### src/rtl/bac_pkg.sv
// bac_pkg: shared types, constants and operation/status codes for the
// bounded bump allocator with guarded byte store. no dependencies.
`timescale 1ns / 1ps
package bac_pkg;
  localparam int MaxRegions = 64;
  localparam int StoreBytes = 65536;
  localparam int RegW = $clog2(MaxRegions);
  localparam int CntW = $clog2(MaxRegions + 1);
  localparam int StoreW = $clog2(StoreBytes);
  localparam int QDepth = 2;

  typedef enum logic [1:0] {
    OP_ALLOC = 2'd0,
    OP_WRITE = 2'd1,
    OP_READ  = 2'd2,
    OP_NONE  = 2'd3
  } op_t;

  typedef enum logic [1:0] {
    ST_OK       = 2'd0,
    ST_RANGE    = 2'd1,
    ST_FULL     = 2'd2,
    ST_EXHAUST  = 2'd3
  } status_t;

  // classified item passed from front to back
  typedef struct packed {
    op_t         op;
    logic [31:0] start_address;
    logic [16:0] length;
    logic [15:0] byte_offset;
    logic [15:0] alignment;
    logic [7:0]  write_data;
    logic        zero_len;
    logic        off_bad;
  } item_t;

  typedef enum logic [3:0] {
    S_CLEAR, S_IDLE, S_DIV, S_ACHK, S_SCAN, S_SCHK, S_MEM, S_MEMW, S_OUT
  } state_t;
endpackage

### src/rtl/bac_front.sv
// bac_front: accepts input transactions, classifies them and queues them.
// depends on bac_pkg.
`timescale 1ns / 1ps
module bac_front (
  input  logic           clk,
  input  logic           rst,
  input  logic           s_tvalid,
  output logic           s_tready,
  input  logic [1:0]     operation,
  input  logic [31:0]    start_address,
  input  logic [16:0]    length,
  input  logic [15:0]    byte_offset,
  input  logic [15:0]    alignment,
  input  logic [7:0]     write_data,
  output logic           q_valid,
  input  logic           q_pop,
  output bac_pkg::item_t q_item
);
  bac_pkg::item_t mem [bac_pkg::QDepth];
  logic wp, rp;
  logic [1:0] cnt;
  bac_pkg::item_t it;
  logic push;

  always_comb begin
    it.op = bac_pkg::op_t'(operation);
    it.start_address = start_address;
    it.length = length;
    it.byte_offset = byte_offset;
    it.alignment = alignment;
    it.write_data = write_data;
    it.zero_len = (length == 17'd0);
    it.off_bad = ({1'b0, byte_offset} >= length);
  end

  assign s_tready = (cnt != 2'd2);
  assign push = s_tvalid && s_tready;
  assign q_valid = (cnt != 2'd0);
  assign q_item = mem[rp];

  always_ff @(posedge clk) begin
    if (push) mem[wp] <= it;
    if (rst) begin
      wp <= 1'b0;
      rp <= 1'b0;
      cnt <= 2'd0;
    end else begin
      if (push) wp <= ~wp;
      if (q_pop) rp <= ~rp;
      cnt <= cnt + {1'b0, push} - {1'b0, q_pop};
    end
  end

  a_no_overflow: assert property (@(posedge clk) disable iff (rst) push |-> cnt != 2'd2)
    else $error("queue overflow");
  a_no_underflow: assert property (@(posedge clk) disable iff (rst) q_pop |-> cnt != 2'd0)
    else $error("queue underflow");
  a_cnt_step: assert property (@(posedge clk) disable iff (rst)
    (!push && !q_pop) |=> $stable(cnt)) else $error("queue count moved");
endmodule

### config.mk
export PLATFORM = sky130hd
export DESIGN_NAME = bac_front
export DESIGN_NICKNAME = d
export VERILOG_FILES = /design/src/rtl/bac_pkg.sv /design/src/rtl/bac_front.sv
export SDC_FILE = /design/constraint.sdc
export NUM_CORES = 1
export LEC_CHECK = 0
export ABC_AREA = 0
export BUFFER_PORTS_ARGS = -buffer_cell sky130_fd_sc_hd__buf_2
export CAP_MARGIN = 0
export CORE_ASPECT_RATIO = 1.4
export CORE_UTILIZATION = 53
export CTS_CLUSTER_DIAMETER = 100
export DETAILED_ROUTE_END_ITERATION = 7
export GPL_TIMING_DRIVEN = 0
export PLACE_DENSITY = 0.8
export SYNTH_ARGS = -nofsm -noshare
export SYNTH_HDL_FRONTEND = slang
export SYNTH_SLANG_ARGS = --single-unit
### constraint.sdc
create_clock -name clk -period 8.1 [get_ports clk]
set_input_delay 1.62 -clock clk [delete_from_list [all_inputs] [get_ports clk]]
set_output_delay 1.62 -clock clk [all_outputs]
set_load 0.01 [all_outputs]
==> impl_metrics.prom <==
# TYPE chip_impl_metric gauge
chip_impl_metric{name="cell_internal_pwr",unit="mW"} 1.92
chip_impl_metric{name="number_of_antenna_violations_at_the_first_check_in_global_routing",unit=""} 0
chip_impl_metric{name="wirelength",unit="µm"} 13800
chip_impl_metric{name="cts.htree.levels",unit=""} 4
chip_impl_metric{name="power_share_of_the_sequential_group",unit="%"} 50.2
chip_impl_metric{name="worst_slew_pin_slew",unit="ns"} 0.887
chip_impl_metric{name="crit_buf_inv",unit=""} 3
chip_impl_metric{name="floorplan.die.height",unit="µm"} 141
chip_impl_metric{name="post_drt_via_cell_ratio",unit=""} 5.16
chip_impl_metric{name="numCtsBuffers",unit=""} 17
chip_impl_metric{name="achievable-frequency",unit="MHz"} 285
chip_impl_metric{name="slew_headroom",unit="%"} 40.7
chip_impl_metric{name="insertedDiodeCount",unit=""} 0
chip_impl_metric{name="first_iter_violations",unit=""} 155
chip_impl_metric{name="groute.usage.overall",unit="%"} 19.8
chip_impl_metric{name="finalPower",unit="mW"} 2.59
chip_impl_metric{name="grt-ovfl-total",unit=""} 0
chip_impl_metric{name="core_area",unit="µm²"} 13500
chip_impl_info{name="run_status",value="finished clean"} 1
chip_impl_metric{name="worst_skew_pair.late_latency",unit="ns"} 0.42
chip_impl_info{name="worstPathCellList",value="buf_2, buf_2, mux2_2, buf_2"} 1
chip_impl_metric{name="floorplan.io_pins",unit=""} 190
chip_impl_metric{name="power-per-cell-area",unit="nW/µm²"} 281
chip_impl_metric{name="synth.area.mux_share",unit="%"} 14.3
chip_impl_metric{name="final_util",unit="%"} 68.4
chip_impl_metric{name="layout_min_cycle_time",unit="ns"} 3.50
chip_impl_metric{name="worst-endpoint-required",unit="ns"} 6.48
chip_impl_info{name="cts.root.buffer_cell",value="sky130_fd_sc_hd__clkbuf_16"} 1
chip_impl_metric{name="netlist-cell-type-count",unit=""} 28
chip_impl_metric{name="drt_drc_violations_left",unit=""} 0
chip_impl_metric{name="synth_warnings",unit=""} 0
chip_impl_info{name="critical_path.endpoint_type",value="primary output"} 1
chip_impl_metric{name="wire_per_inst",unit="µm"} 17.7
chip_impl_metric{name="post_layout_nonfiller_instances",unit=""} 778
chip_impl_metric{name="grt_first_pass_wirelength",unit="µm"} 20800
chip_impl_metric{name="layout.filler_cells",unit=""} 924
chip_impl_metric{name="final_layout_size_suffix_gt1_share",unit="%"} 52.2
chip_impl_metric{name="die-area",unit="µm²"} 14300
chip_impl_metric{name="arrival",unit="ns"} 1.88
chip_impl_metric{name="dp.final_hpwl",unit="µm"} 9710
chip_impl_info{name="tritoncts",value="done"} 1
chip_impl_metric{name="cts_setup_buffers",unit=""} 0
chip_impl_metric{name="switching_share",unit="%"} 25.7
chip_impl_metric{name="worst_setup_hold_path_clk_slew",unit="ns"} 0.07
chip_impl_metric{name="clockPowerShare",unit="%"} 32.4
chip_impl_info{name="worst-setup-path-type",value="reg -> out"} 1
chip_impl_metric{name="leakage_power_of_the_design",unit="nW"} 3.57
chip_impl_metric{name="io_buffer_count",unit=""} 189
chip_impl_info{name="cp-start-kind",value="register"} 1
chip_impl_info{name="cpMostUsedCell",value="sky130_fd_sc_hd__buf_2"} 1
chip_impl_info{name="dominant_combinational_cell_family_by_area_after_synthesis",value="multiplexers"} 1
chip_impl_metric{name="post_cts_resize_count",unit=""} 0
chip_impl_metric{name="rows",unit=""} 50
chip_impl_metric{name="initial_utilization",unit="%"} 54.6
chip_impl_metric{name="post_synth_instance_area",unit="µm²"} 7340
chip_impl_metric{name="combinationalPowerShare",unit="%"} 17.4
chip_impl_metric{name="drt_pass1_iterations",unit=""} 4
chip_impl_info{name="cpLargestDelayFamily",value="buffers and inverters"} 1
chip_impl_metric{name="largest_net_degree_at_the_start_of_global_routing",unit=""} 53
chip_impl_metric{name="report.final.hold_viol_count",unit=""} 0
chip_impl_metric{name="setup_total_negative_slack",unit="ns"} 0
chip_impl_metric{name="syn_area_cell",unit="µm²"} 19.7
chip_impl_metric{name="synth_simple_gate_area_share",unit="%"} 1.93
chip_impl_metric{name="final.period_utilization",unit="%"} 43.3
chip_impl_metric{name="slew_viol_final",unit=""} 0
chip_impl_metric{name="yosys_register_bits",unit=""} 191
chip_impl_metric{name="cts_hold_buf",unit=""} 0
chip_impl_metric{name="synth_sequential_area_ratio",unit="%"} 77.4
chip_impl_metric{name="clockBufferDepth",unit=""} 2
chip_impl_metric{name="design.final.nets",unit=""} 696
chip_impl_metric{name="die_width",unit="µm"} 101
chip_impl_metric{name="place.gp.congestion",unit=""} 0.789
chip_impl_metric{name="p_switching",unit="mW"} 0.663
chip_impl_metric{name="placed_cells_incl_taps",unit=""} 746
chip_impl_metric{name="critical_path.max_stage_delay",unit="ns"} 0.36
chip_impl_metric{name="synth_fp_nets",unit=""} 485
chip_impl_info{name="worst_path_max_delay_cell",value="sky130_fd_sc_hd__mux2_2"} 1
chip_impl_metric{name="route.antenna.remaining_nets",unit=""} 0
chip_impl_metric{name="via_count",unit=""} 4013
chip_impl_metric{name="first_global_vias",unit=""} 4261
chip_impl_metric{name="maxCapViolations",unit=""} 0
chip_impl_metric{name="clock-sinks",unit=""} 191
chip_impl_metric{name="number_of_standard_cells_after_synthesis",unit=""} 372
chip_impl_metric{name="synth-xor-area-share",unit="%"} 0.477
chip_impl_metric{name="synth_compound_gate_area_share",unit="%"} 1.24
chip_impl_metric{name="crit_path_max_fanout",unit=""} 10
chip_impl_metric{name="setup_violations",unit=""} 0
chip_impl_metric{name="ir_worst_vdd",unit="V"} 0.000149
chip_impl_info{name="hold_path.class",value="reg -> reg"} 1
chip_impl_info{name="unrepaired_setup_endpoints_after_global_routing",value="false"} 1
chip_impl_metric{name="synthAdderAreaFrac",unit="%"} 3.07
chip_impl_metric{name="area_growth_syn_to_layout",unit="%"} 25.3
chip_impl_metric{name="timing.clock.skew",unit="ns"} 0.00828
Yosys cell counts:
cell type | number | area (µm²)
sky130_fd_sc_hd__ha_1 | 18 | 225
sky130_fd_sc_hd__nand3_1 | 3 | 15.0
sky130_fd_sc_hd__a21boi_1 | 1 | 7.51
sky130_fd_sc_hd__mux2_1 | 20 | 225
sky130_fd_sc_hd__nand2_1 | 1 | 3.75
sky130_fd_sc_hd__a21oi_1 | 4 | 20.0
sky130_fd_sc_hd__nand4_1 | 4 | 25.0
sky130_fd_sc_hd__a211oi_1 | 1 | 7.51
sky130_fd_sc_hd__xnor2_1 | 2 | 17.5
sky130_fd_sc_hd__nand2b_1 | 1 | 6.26
sky130_fd_sc_hd__or4_1 | 1 | 7.51
sky130_fd_sc_hd__a21oi_4 | 1 | 16.3
sky130_fd_sc_hd__nor2_1 | 7 | 26.3
sky130_fd_sc_hd__and3_1 | 1 | 6.26
sky130_fd_sc_hd__nor3_1 | 1 | 5.00
sky130_fd_sc_hd__buf_2 | 10 | 50.1
sky130_fd_sc_hd__nor2b_1 | 1 | 6.26
sky130_fd_sc_hd__a21oi_2 | 1 | 8.76
sky130_fd_sc_hd__nor4_1 | 4 | 25.0
sky130_fd_sc_hd__dfxtp_1 | 5 | 100
sky130_fd_sc_hd__o31a_1 | 1 | 8.76
sky130_fd_sc_hd__mux2_2 | 73 | 822
sky130_fd_sc_hd__xor2_1 | 2 | 17.5
sky130_fd_sc_hd__a21o_1 | 3 | 22.5
sky130_fd_sc_hd__nand4b_1 | 1 | 8.76
sky130_fd_sc_hd__edfxtp_1 | 186 | 5590
sky130_fd_sc_hd__or2_2 | 1 | 6.26
sky130_fd_sc_hd__inv_1 | 18 | 67.6
worst reg2reg max path, stage by stage, from the launching register on:
cell and delay [ns]:
sky130_fd_sc_hd__dfxtp_1 0.35, sky130_fd_sc_hd__nand2b_1 0.15, sky130_fd_sc_hd__nand2_1 0.14, sky130_fd_sc_hd__nor2_4 0.71, sky130_fd_sc_hd__buf_12 0.31
state kept, by name, indices dropped and copies added, names as in the netlist, named ones only:
signal	count
mem	186
rp	1
wp	1
cnt	2
worst paths after layout:
kind	depth (start not counted)	slack, ns	to	start
setup / recovery	4	4.60	q_item[41]	register
hold reg to reg	2	0.54	register	rp
setup reg to reg	4	6.11	mem[0][24]	cnt[0]
hold / removal	2	0.54	register	rp
cell usage in the layout, fill, tap and decap left out, drive strengths merged, types with 5 or more instances in the layout:
cell type,synthesis,final
buf,10,202
edfxtp,186,186
mux2,93,93
inv,18,24
ha,18,18
clkbuf,0,17
nor2,7,7
a21oi,6,6
dfxtp,5,5
clkinv,0,5
cells by family after synthesis:
| kind of cell | Yosys count |
|---|---|
| and+or+nand+nor | 26 |
| xor gates and xnor gates | 4 |
| buffers and inverters | 28 |
| muxes | 93 |
| AOI/OAI and AO/OA | 12 |
| DFF | 191 |
| adders and majority gates | 18 |
metrics by stage:
step | setup slack (ns) | cell area [µm²] | hold slack [ns]
3_3_place_gp | 0.0677 | 8520 | 0.498
4_1_cts | 4.54 | 9200 | 0.546
5_1_grt | 4.46 | 9200 | 0.589
3_5_place_dp | 4.73 | 8600 | 0.527
2_1_floorplan | 1.97 | 7340 | 0.480
6_report | 4.60 | 9200 | 0.540
routing by layer:
metal / vias up / track usage [%] / share of wire (%)
met1: 1968 / 20.6 / 37
met2: 140 / 36.6 / 55
met3: 28 / 4.93 / 5.3
li1: 1877 / - / -
met5: - / 0 / 0
met4: 0 / 9.15 / 2.5
power by group through the flow:
| stage | Clock (mW) | Sequential, mW | Combinational (mW) |
|---|---|---|---|
| floorplan | 0 | 1.33 | 0.256 |
| global placement | 0 | 1.34 | 0.421 |
| detailed placement | 0 | 1.32 | 0.456 |
| CTS | 0.853 | 1.30 | 0.458 |
| finish | 0.837 | 1.30 | 0.451 |
| global route | 0.883 | 1.31 | 0.489 |
cell type report:
type                    count  area [µm²]  area share (%)
clock buffers              17         425            4.62
multi-input cells         153        1550            16.9
well taps                 182         228            2.48
flip-flops and latches    191        5690            61.8
inverters                  18        67.6           0.734
clock inverters            15         178            1.93
plain buffers              10        50.0           0.544
repair buffers            192        1010            11.0
No activity file was read; power rests on OpenSTA's default activity.
